$ cat config.mk
export PLATFORM = sky130hd
export DESIGN_NAME = pilot_state_classifier_top
export DESIGN_NICKNAME = d
export VERILOG_FILES = /design/src/rtl/core/psc_pkg.sv /design/src/rtl/core/psc_window.sv /design/src/rtl/core/psc_calib.sv /design/src/rtl/core/psc_classify.sv /design/src/rtl/core/pilot_state_classifier_top.sv
export SDC_FILE = /design/constraint.sdc
export NUM_CORES = 2
export LEC_CHECK = 0
export ABC_CLOCK_PERIOD_IN_PS = 16680
export BUFFER_PORTS_ARGS = -buffer_cell sky130_fd_sc_hd__clkbuf_2
export CORE_ASPECT_RATIO = 0.7
export CORE_MARGIN = 8
export CORE_UTILIZATION = 45
export DETAILED_ROUTE_END_ITERATION = 7
export PLACE_DENSITY = 0.66
export REMOVE_ABC_BUFFERS = 1
export SYNTH_ARGS = -nofsm -noshare
export SYNTH_HDL_FRONTEND = slang
export SYNTH_HIERARCHICAL = 1
export SYNTH_SLANG_ARGS = --single-unit
$ cat constraint.sdc
create_clock -name clk -period 16.68 [get_ports clk]
set_input_delay 0.834 -clock clk [delete_from_list [all_inputs] [get_ports clk]]
set_output_delay 0.834 -clock clk [all_outputs]
set_load 0.005 [all_outputs]
$ cat src/rtl/core/psc_pkg.sv
// psc_pkg: shared types, constants and register indexes for the pilot state classifier
// depends on nothing; used by every module in rtl/core
`timescale 1ns / 1ps
`default_nettype none

package psc_pkg;

    // design constants
    localparam int SAMPLE_BITS    = 12;
    localparam int STABLE_REPEATS = 3;
    localparam int SAMPLE_W       = 12;
    localparam int WIN_W          = 13;
    localparam int REPEAT_W       = $clog2(STABLE_REPEATS + 1);
    localparam int CFG_INDEX_W    = 4;
    localparam int CFG_DATA_W     = 17;
    localparam int FRAC_BITS      = 10;
    localparam int DIFF_W         = 14;
    localparam int PROD_W         = 31;
    localparam int NUM_W          = 33;

    localparam logic [WIN_W-1:0]    TROUGH_RESET = WIN_W'(5000);
    localparam logic [SAMPLE_W-1:0] SAMPLE_MASK  = SAMPLE_W'((1 << SAMPLE_BITS) - 1);

    // register indexes of the configuration port
    localparam logic [CFG_INDEX_W-1:0] REG_THR_NC    = CFG_INDEX_W'(0);
    localparam logic [CFG_INDEX_W-1:0] REG_THR_CONN  = CFG_INDEX_W'(1);
    localparam logic [CFG_INDEX_W-1:0] REG_THR_READY = CFG_INDEX_W'(2);
    localparam logic [CFG_INDEX_W-1:0] REG_THR_VENT  = CFG_INDEX_W'(3);
    localparam logic [CFG_INDEX_W-1:0] REG_THR_NEG   = CFG_INDEX_W'(4);
    localparam logic [CFG_INDEX_W-1:0] REG_CAL_PILOT = CFG_INDEX_W'(5);
    localparam logic [CFG_INDEX_W-1:0] REG_CAL_ADC   = CFG_INDEX_W'(6);
    localparam logic [CFG_INDEX_W-1:0] REG_CAL_SLOPE = CFG_INDEX_W'(7);

    // pilot states as reported on the result channel
    typedef enum logic [2:0] {
        STATE_A = 3'd0,
        STATE_B = 3'd1,
        STATE_C = 3'd2,
        STATE_D = 3'd3,
        STATE_E = 3'd4,
        STATE_F = 3'd5
    } pilot_state_t;

    // input item
    typedef struct packed {
        logic [SAMPLE_W-1:0] sample_mv;
        logic                last_in_window;
        logic                pwm_active;
    } sample_t;

    // result item
    typedef struct packed {
        logic [2:0]         vehicle_state;
        logic signed [15:0] pilot_high_mv;
        logic signed [15:0] pilot_low_mv;
    } result_t;

    // configuration register file
    typedef struct packed {
        logic signed [15:0] thresh_not_connected_mv;
        logic signed [15:0] thresh_connected_mv;
        logic signed [15:0] thresh_ready_mv;
        logic signed [15:0] thresh_ventilation_mv;
        logic signed [15:0] thresh_negative_mv;
        logic signed [15:0] cal_pilot_base_mv;
        logic [11:0]        cal_adc_base_mv;
        logic signed [16:0] cal_slope_q10;
    } cfg_t;

    // closed window extremes in adc millivolts
    typedef struct packed {
        logic [WIN_W-1:0] peak;
        logic [WIN_W-1:0] trough;
        logic             pwm;
    } window_t;

    // calibrated window extremes in pilot millivolts
    typedef struct packed {
        logic signed [15:0] high_mv;
        logic signed [15:0] low_mv;
        logic               pwm;
    } pilot_mv_t;

endpackage

`default_nettype wire

$ cat src/rtl/core/psc_window.sv
// psc_window: running peak and trough of the sampling window, closed on the last sample
// depends on psc_pkg
`timescale 1ns / 1ps
`default_nettype none

module psc_window
(
    input  wire logic              clk,
    input  wire logic              rst_n,
    input  wire logic              sample_valid,
    output logic                   sample_stall,
    input  wire psc_pkg::sample_t  sample,
    output logic                   win_valid,
    input  wire logic              win_stall,
    output psc_pkg::window_t       win
);

    logic [psc_pkg::WIN_W-1:0] peak_reg;
    logic [psc_pkg::WIN_W-1:0] trough_reg;
    logic [psc_pkg::WIN_W-1:0] peak_next;
    logic [psc_pkg::WIN_W-1:0] trough_next;
    logic [psc_pkg::WIN_W-1:0] x;
    logic                      win_valid_reg;
    psc_pkg::window_t          win_reg;
    logic                      accept;

    // handshake: hold off while a closed window waits downstream
    assign sample_stall = win_valid_reg && win_stall;
    assign accept       = sample_valid && !sample_stall;

    // fold the sample into the window extremes
    assign x           = psc_pkg::WIN_W'(sample.sample_mv & psc_pkg::SAMPLE_MASK);
    assign peak_next   = (x > peak_reg)   ? x : peak_reg;
    assign trough_next = (x < trough_reg) ? x : trough_reg;

    // window extremes, cleared when the window closes
    always_ff @(posedge clk or negedge rst_n)
    begin
        if (!rst_n)
        begin
            peak_reg   <= '0;
            trough_reg <= psc_pkg::TROUGH_RESET;
        end
        else if (accept)
        begin
            if (sample.last_in_window)
            begin
                peak_reg   <= '0;
                trough_reg <= psc_pkg::TROUGH_RESET;
            end
            else
            begin
                peak_reg   <= peak_next;
                trough_reg <= trough_next;
            end
        end
    end

    // closed window register
    always_ff @(posedge clk or negedge rst_n)
    begin
        if (!rst_n)
        begin
            win_valid_reg <= 1'b0;
        end
        else if (!sample_stall)
        begin
            win_valid_reg <= accept && sample.last_in_window;
        end
    end

    always_ff @(posedge clk)
    begin
        if (accept && sample.last_in_window)
        begin
            win_reg.peak   <= peak_next;
            win_reg.trough <= trough_next;
            win_reg.pwm    <= sample.pwm_active;
        end
    end

    assign win_valid = win_valid_reg;
    assign win       = win_reg;

    // a closing transfer leaves an empty window behind
    assert property (@(posedge clk) disable iff (!rst_n)
        (accept && sample.last_in_window) |=>
            (peak_reg == '0 && trough_reg == psc_pkg::TROUGH_RESET))
        else $error("window not cleared after closing sample");

    // a reported window always has its trough at or below its peak
    assert property (@(posedge clk) disable iff (!rst_n)
        win_valid_reg |-> (win_reg.trough <= win_reg.peak))
        else $error("closed window trough above peak");

endmodule

`default_nettype wire

$ cat src/rtl/core/psc_calib.sv
// psc_calib: linear calibration of peak and trough to pilot millivolts, two stages
// depends on psc_pkg
`timescale 1ns / 1ps
`default_nettype none

module psc_calib
(
    input  wire logic              clk,
    input  wire logic              rst_n,
    input  wire psc_pkg::cfg_t     cfg,
    input  wire logic              win_valid,
    output logic                   win_stall,
    input  wire psc_pkg::window_t  win,
    output logic                   mv_valid,
    input  wire logic              mv_stall,
    output psc_pkg::pilot_mv_t     mv
);

    // truncate toward zero after the fraction shift, then saturate to 16 bits
    function automatic logic signed [15:0] trunc_sat(input logic signed [psc_pkg::NUM_W-1:0] num);
        logic signed [psc_pkg::NUM_W-1:0] q;
        q = num >>> psc_pkg::FRAC_BITS;
        if (num[psc_pkg::NUM_W-1] && (|num[psc_pkg::FRAC_BITS-1:0]))
        begin
            q = q + psc_pkg::NUM_W'(1);
        end
        if (q > $signed(psc_pkg::NUM_W'(32767)))
        begin
            trunc_sat = 16'sh7FFF;
        end
        else if (q < -$signed(psc_pkg::NUM_W'(32768)))
        begin
            trunc_sat = -16'sh8000;
        end
        else
        begin
            trunc_sat = q[15:0];
        end
    endfunction

    logic signed [psc_pkg::DIFF_W-1:0] diff_hi;
    logic signed [psc_pkg::DIFF_W-1:0] diff_lo;
    logic signed [psc_pkg::PROD_W-1:0] prod_hi_next;
    logic signed [psc_pkg::PROD_W-1:0] prod_lo_next;
    logic signed [psc_pkg::PROD_W-1:0] prod_hi_reg;
    logic signed [psc_pkg::PROD_W-1:0] prod_lo_reg;
    logic                              pwm_reg;
    logic                              prod_valid_reg;
    logic                              prod_stall;
    logic signed [psc_pkg::NUM_W-1:0]  base_q;
    logic signed [psc_pkg::NUM_W-1:0]  num_hi;
    logic signed [psc_pkg::NUM_W-1:0]  num_lo;
    logic                              mv_valid_reg;
    psc_pkg::pilot_mv_t                mv_reg;

    // stage 1: offset from the reference reading times slope
    assign diff_hi = $signed({1'b0, win.peak})
                   - $signed({2'b00, cfg.cal_adc_base_mv});
    assign diff_lo = $signed({1'b0, win.trough})
                   - $signed({2'b00, cfg.cal_adc_base_mv});
    assign prod_hi_next = diff_hi * $signed(cfg.cal_slope_q10);
    assign prod_lo_next = diff_lo * $signed(cfg.cal_slope_q10);

    assign win_stall = prod_valid_reg && prod_stall;

    always_ff @(posedge clk or negedge rst_n)
    begin
        if (!rst_n)
        begin
            prod_valid_reg <= 1'b0;
        end
        else if (!win_stall)
        begin
            prod_valid_reg <= win_valid;
        end
    end

    always_ff @(posedge clk)
    begin
        if (win_valid && !win_stall)
        begin
            prod_hi_reg <= prod_hi_next;
            prod_lo_reg <= prod_lo_next;
            pwm_reg     <= win.pwm;
        end
    end

    // stage 2: add the base, shift out the fraction, saturate
    assign base_q = $signed(psc_pkg::NUM_W'($signed(cfg.cal_pilot_base_mv)))
                    <<< psc_pkg::FRAC_BITS;
    assign num_hi = base_q + $signed(psc_pkg::NUM_W'(prod_hi_reg));
    assign num_lo = base_q + $signed(psc_pkg::NUM_W'(prod_lo_reg));

    assign prod_stall = mv_valid_reg && mv_stall;

    always_ff @(posedge clk or negedge rst_n)
    begin
        if (!rst_n)
        begin
            mv_valid_reg <= 1'b0;
        end
        else if (!prod_stall)
        begin
            mv_valid_reg <= prod_valid_reg;
        end
    end

    always_ff @(posedge clk)
    begin
        if (prod_valid_reg && !prod_stall)
        begin
            mv_reg.high_mv <= trunc_sat(num_hi);
            mv_reg.low_mv  <= trunc_sat(num_lo);
            mv_reg.pwm     <= pwm_reg;
        end
    end

    assign mv_valid = mv_valid_reg;
    assign mv       = mv_reg;

    // a window in stage 1 passes to stage 2 in the next cycle unless held
    assert property (@(posedge clk) disable iff (!rst_n)
        (prod_valid_reg && !prod_stall) |=> mv_valid_reg)
        else $error("calibration stage dropped a window");

endmodule

`default_nettype wire

$ cat src/rtl/core/psc_classify.sv
// psc_classify: threshold classification, missing diode check, debounce and result register
// depends on psc_pkg
`timescale 1ns / 1ps
`default_nettype none

module psc_classify
(
    input  wire logic               clk,
    input  wire logic               rst_n,
    input  wire psc_pkg::cfg_t      cfg,
    input  wire logic               mv_valid,
    output logic                    mv_stall,
    input  wire psc_pkg::pilot_mv_t mv,
    output logic                    result_valid,
    input  wire logic               result_stall,
    output psc_pkg::result_t        result
);

    psc_pkg::pilot_state_t        raw_state;
    psc_pkg::pilot_state_t        st;
    psc_pkg::pilot_state_t        cand_reg;
    psc_pkg::pilot_state_t        cand_next;
    psc_pkg::pilot_state_t        commit_reg;
    psc_pkg::pilot_state_t        commit_next;
    logic [psc_pkg::REPEAT_W-1:0] count_reg;
    logic [psc_pkg::REPEAT_W-1:0] count_next;
    logic                         result_valid_reg;
    psc_pkg::result_t             result_reg;
    logic                         load;

    assign mv_stall = result_valid_reg && result_stall;
    assign load     = mv_valid && !mv_stall;

    // peak against the descending thresholds
    always_comb
    begin
        if (mv.high_mv >= $signed(cfg.thresh_not_connected_mv))
        begin
            raw_state = psc_pkg::STATE_A;
        end
        else if (mv.high_mv >= $signed(cfg.thresh_connected_mv))
        begin
            raw_state = psc_pkg::STATE_B;
        end
        else if (mv.high_mv >= $signed(cfg.thresh_ready_mv))
        begin
            raw_state = psc_pkg::STATE_C;
        end
        else if (mv.high_mv >= $signed(cfg.thresh_ventilation_mv))
        begin
            raw_state = psc_pkg::STATE_D;
        end
        else
        begin
            raw_state = psc_pkg::STATE_E;
        end
    end

    // missing diode: trough never reaches the negative level while pwm runs, outside state A
    assign st = (mv.pwm && raw_state != psc_pkg::STATE_A
                 && mv.low_mv > $signed(cfg.thresh_negative_mv))
                ? psc_pkg::STATE_F : raw_state;

    // debounce
    always_comb
    begin
        if (st == cand_reg)
        begin
            cand_next  = cand_reg;
            count_next = (count_reg < psc_pkg::REPEAT_W'(psc_pkg::STABLE_REPEATS))
                         ? count_reg + psc_pkg::REPEAT_W'(1) : count_reg;
        end
        else
        begin
            cand_next  = st;
            count_next = '0;
        end
        commit_next = (count_next >= psc_pkg::REPEAT_W'(psc_pkg::STABLE_REPEATS))
                      ? cand_next : commit_reg;
    end

    always_ff @(posedge clk or negedge rst_n)
    begin
        if (!rst_n)
        begin
            cand_reg   <= psc_pkg::STATE_F;
            count_reg  <= '0;
            commit_reg <= psc_pkg::STATE_A;
        end
        else if (load)
        begin
            cand_reg   <= cand_next;
            count_reg  <= count_next;
            commit_reg <= commit_next;
        end
    end

    // result register
    always_ff @(posedge clk or negedge rst_n)
    begin
        if (!rst_n)
        begin
            result_valid_reg <= 1'b0;
        end
        else if (!mv_stall)
        begin
            result_valid_reg <= mv_valid;
        end
    end

    always_ff @(posedge clk)
    begin
        if (load)
        begin
            result_reg.vehicle_state <= commit_next;
            result_reg.pilot_high_mv <= mv.high_mv;
            result_reg.pilot_low_mv  <= mv.low_mv;
        end
    end

    assign result_valid = result_valid_reg;
    assign result       = result_reg;

    // the committed state only moves once the candidate has repeated enough
    assert property (@(posedge clk) disable iff (!rst_n)
        (commit_reg != $past(commit_reg)) |->
            (count_reg == psc_pkg::REPEAT_W'(psc_pkg::STABLE_REPEATS)
             && commit_reg == cand_reg))
        else $error("state committed before debounce completed");

    // debounce state only changes on a window transfer
    assert property (@(posedge clk) disable iff (!rst_n)
        !load |=> ($stable(cand_reg) && $stable(count_reg) && $stable(commit_reg)))
        else $error("debounce state moved without a window");

    // a reported state matches the committed state
    assert property (@(posedge clk) disable iff (!rst_n)
        load |=> (result_reg.vehicle_state == commit_reg))
        else $error("result state differs from committed state");

endmodule

`default_nettype wire

$ cat src/rtl/core/pilot_state_classifier_top.sv
// pilot_state_classifier_top: control pilot state detection, top level with register file
// depends on psc_pkg, psc_window, psc_calib, psc_classify
//
// Usage:
//   sample channel (sample_valid / sample_stall / sample): one adc reading per transfer,
//   with last_in_window marking the final sample of a window and pwm_active its pwm flag.
//   result channel (result_valid / result_stall / result): one transfer per closed window,
//   carrying the debounced state and the calibrated peak and trough in millivolts.
//   Throughput is one sample per cycle while sample_stall is low; the running peak/trough
//   compare is the only per-sample loop. The closing sample transfer loads the window
//   register; the window then passes through the slope multiply register, the base add
//   with truncation and saturation into the mv register, and classify into the result
//   register, which drives result_valid.
//   Each stage holds its item while the next is full, so a stall on the result side
//   backs up stage by stage and reaches sample_stall only once a closed window is waiting.
//   Reset empties the window, sets the candidate to F, the committed state to A, loads
//   the default thresholds and calibration and clears all valid flags.
//   cfg_we writes cfg_wdata to register cfg_index; indexes above 7 are ignored.
`timescale 1ns / 1ps
`default_nettype none

module pilot_state_classifier_top
(
    input  wire logic                              clk,
    input  wire logic                              rst_n,
    input  wire logic                              sample_valid,
    output logic                                   sample_stall,
    input  wire psc_pkg::sample_t                  sample,
    output logic                                   result_valid,
    input  wire logic                              result_stall,
    output psc_pkg::result_t                       result,
    input  wire logic                              cfg_we,
    input  wire logic [psc_pkg::CFG_INDEX_W-1:0]   cfg_index,
    input  wire logic [psc_pkg::CFG_DATA_W-1:0]    cfg_wdata
);

    psc_pkg::cfg_t      cfg_reg;
    logic               win_valid;
    logic               win_stall;
    psc_pkg::window_t   win;
    logic               mv_valid;
    logic               mv_stall;
    psc_pkg::pilot_mv_t mv;

    // configuration register file
    always_ff @(posedge clk or negedge rst_n)
    begin
        if (!rst_n)
        begin
            cfg_reg.thresh_not_connected_mv <= 16'sd10500;
            cfg_reg.thresh_connected_mv     <= 16'sd7500;
            cfg_reg.thresh_ready_mv         <= 16'sd4500;
            cfg_reg.thresh_ventilation_mv   <= 16'sd1500;
            cfg_reg.thresh_negative_mv      <= -16'sd10000;
            cfg_reg.cal_pilot_base_mv       <= -16'sd12000;
            cfg_reg.cal_adc_base_mv         <= 12'd300;
            cfg_reg.cal_slope_q10           <= 17'sd8777;
        end
        else if (cfg_we)
        begin
            unique case (cfg_index)
                psc_pkg::REG_THR_NC:    cfg_reg.thresh_not_connected_mv <= cfg_wdata[15:0];
                psc_pkg::REG_THR_CONN:  cfg_reg.thresh_connected_mv     <= cfg_wdata[15:0];
                psc_pkg::REG_THR_READY: cfg_reg.thresh_ready_mv         <= cfg_wdata[15:0];
                psc_pkg::REG_THR_VENT:  cfg_reg.thresh_ventilation_mv   <= cfg_wdata[15:0];
                psc_pkg::REG_THR_NEG:   cfg_reg.thresh_negative_mv      <= cfg_wdata[15:0];
                psc_pkg::REG_CAL_PILOT: cfg_reg.cal_pilot_base_mv       <= cfg_wdata[15:0];
                psc_pkg::REG_CAL_ADC:   cfg_reg.cal_adc_base_mv         <= cfg_wdata[11:0];
                psc_pkg::REG_CAL_SLOPE: cfg_reg.cal_slope_q10           <= cfg_wdata[16:0];
                default:
                begin
                    cfg_reg <= cfg_reg;
                end
            endcase
        end
    end

    // window tracking
    psc_window u_window
    (
        .clk          (clk),
        .rst_n        (rst_n),
        .sample_valid (sample_valid),
        .sample_stall (sample_stall),
        .sample       (sample),
        .win_valid    (win_valid),
        .win_stall    (win_stall),
        .win          (win)
    );

    // calibration to pilot millivolts
    psc_calib u_calib
    (
        .clk       (clk),
        .rst_n     (rst_n),
        .cfg       (cfg_reg),
        .win_valid (win_valid),
        .win_stall (win_stall),
        .win       (win),
        .mv_valid  (mv_valid),
        .mv_stall  (mv_stall),
        .mv        (mv)
    );

    // classification, debounce and result register
    psc_classify u_classify
    (
        .clk          (clk),
        .rst_n        (rst_n),
        .cfg          (cfg_reg),
        .mv_valid     (mv_valid),
        .mv_stall     (mv_stall),
        .mv           (mv),
        .result_valid (result_valid),
        .result_stall (result_stall),
        .result       (result)
    );

endmodule

`default_nettype wire

==> impl_metrics.tcl <==
set metrics [dict create \
    async_flop_share_pct 50.78 \
    grt_usage_pct 20.38 \
    cts-root-buf "clkbuf_16" \
    ant_nets 0 \
    dp_cells 4677 \
    setup_tns_ns 0 \
    synth_top_area_share_pct 25.56 \
    yosysSeqAreaShare_pct 24.36 \
    rsz0062_at_grt "false" \
    setup_viol 0 \
    synth_top_area_cell "fa_1" \
    drt-total-wl_um 92680 \
    drv_slew 0 \
    die_area_um2 90610 \
    synth_cell_types 115 \
    die_h_um 254.3 \
    fillers 7394 \
    cap_viol_max_count 0 \
    postCtsSetupRepairBufs 0 \
    hpwl_um 72460 \
    drive_above_1_share_pct 12.64 \
    grt_start_max_net_pins 72 \
    seq_area_um2 8889 \
    area_delta_synth_final_pct 7.330 \
    grt_pass1_vias 25610 \
    antenna_found_initial 1 \
    synth_edf_count 158 \
    crit_slowest_cell "fa_1" \
    die_w_um 356.4 \
    synth_top_flop_cell "edfxtp_1" \
    first_pass_iters 5 \
    worstSetupEndpointType "register" \
    path_common_cell "fa_1" \
    final_nets 4468 \
    placed_area_um2 38030 \
    grt_pass1_wl_um 146700 \
    critPathLaunchType "register" \
    whs_ns 0.2093 \
    cts_buffers 34 \
    grt_overflow_total 0 \
    crit_type "reg2reg" \
    finalCritPeriodShare_pct 54.77 \
    clkLatencyLatePin_ns 0.55 \
    cts.sinks 321 \
    vias 25873 \
    drt_iter0_markers 2156 \
    arrival_ns 9.54 \
    ys_top_cells_by_area "fa_1 26%, edfxtp_1 13%, ha_1 11%, dfrtp_1 7.6%, inv_1 6.7%" \
    multiInputGateArea_um2 24640 \
    instances_no_fill 4743 \
    worst_pin_slew_ns 1.160 \
    drcViolationCount 0 \
    clkTransAtPathRegs_ns 0.06 \
    viasPerCell 5.455 \
    core-area_um2 80440 \
    max_freq_ghz 0.1095 \
    ys_seq_elements 321 \
    start_util_pct 45.37 \
    largest_reg_flops 125 \
    required_ns 17.09 \
    cts_max_level 2 \
    critPathMaxStageDelay_ns 0.57 \
    cts_buffer_depth 3 \
    wl_per_cell_um 19.54 \
    syn-mean-instance-area_um2 10.12 \
    relSlewSlack_pct 22.32 \
    ctsResizeCount 0 \
    cts_tree "built" \
    min_path_type "in2async" \
    globalplace.congestion 0.8731 \
    syn_area_um2 36500 \
    ys.warnings.count 6 \
    fin_skew_ns 0.02235 \
    cts_hold_buffers 0 \
    rows 87 \
    status "finished, final reports clean" \
    postLayoutCellArea_um2 39170 \
    critPathMaxFanout 17 \
    portBuffers 76 \
    period_needed_ns 9.136 \
    ios 77 \
    synthCells 3607 \
    hold_viol 0 \
]
[cells by family after synthesis]
family | share of synthesized area, %
AO/OA/AOI/OAI | 9.511
AND/OR/NAND/NOR | 13.55
adder cells (fa/ha/maj) | 36.43
XOR/XNOR | 3.260
flip-flops | 24.36
other | 0.01028
buffers and inverters | 8.184
multiplexers | 4.700
[per-stage QoR]
step	setup slack (ns)	util [%]
after global routing	6.812	48.68
final	7.544	48.69
after floorplan	8.195	-
after detailed placement	7.599	47.27
after CTS	7.547	48.68
after global placement	7.720	47.27
[cell usage in the layout, fill, tap and decap left out, types with 41 or more instances in the layout]
cell      count
inv_1       648
fa_1        466
nand2_1     338
ha_1        317
edfxtp_1    158
mux2_2      139
a21oi_1     118
nor2_1      115
dfrtp_1     111
nor2b_1     111
o21ai_0      96
and2_1       95
xnor2_1      87
clkbuf_2     75
a21o_1       60
dfstp_2      52
xor2_1       47
buf_4        45
nand3_1      41
[final cells by class]
type | instances | area share (%)
antenna | 4 | 0.02555
tap | 1068 | 3.411
inverter | 649 | 6.219
clock buffer | 45 | 2.434
multi-input combinational | 2518 | 62.91
timing repair buffer | 121 | 1.849
sequential | 321 | 22.69
clock inverter | 17 | 0.4536
[synth_stat cells, drive strengths merged (62+ instances only)]
cell type,n
a21o,62
nor2b,111
inv,648
edfxtp,158
nand2,339
a21oi,119
clkbuf,93
mux2,139
xnor2,87
fa,466
nor2,118
and2,98
o21ai,112
ha,317
dfrtp,111
[per-layer routing]
metal	up-vias	part of all wire (%)	wire (µm)	track usage, %
met1	13026	50	46400	32.53
met2	863	41	38240	29.92
li1	11891	-	-	-
met4	0	1.1	1002	2.499
met3	93	7.6	7039	2.844
met5	-	0	0	0
[worst max-delay path: cells and delay by family (launching register included)]
family	cells	cell delay [ns]
AO/OA/AOI/OAI	15	3.02
XOR/XNOR	1	0.13
AND/OR/NAND/NOR	6	0.85
adder cells (fa/ha/maj)	9	4.16
flip-flops	1	0.40
buffers and inverters	4	0.42
[worst paths after layout]
| path | from | end | slack (ns) | depth (start not counted) |
|---|---|---|---|---|
| min | rst_n | u_window/peak_reg[4]$_DFFE_PN0P_ | 0.21 | 1 |
| max | cfg_reg[17]$_DFFE_PN0P_ | u_calib/prod_lo_reg[29]$_DFFE_PP_ | 7.54 | 35 |
| max in group asynchronous | rst_n | cfg_reg[58]$_DFFE_PN0P_ | 14.50 | 3 |
| max reg2reg | cfg_reg[17]$_DFFE_PN0P_ | u_calib/prod_lo_reg[29]$_DFFE_PP_ | 7.54 | 35 |
| min reg2reg | u_window/win[0]$_DFFE_PP_ | u_calib/pwm_reg$_DFFE_PP_ | 0.43 | 0 |
| min in group clk | u_window/win[0]$_DFFE_PP_ | u_calib/pwm_reg$_DFFE_PP_ | 0.43 | 0 |
Power is not shown: default switching activity piles up to over one toggle a cycle in this logic, so the estimate is an artifact.
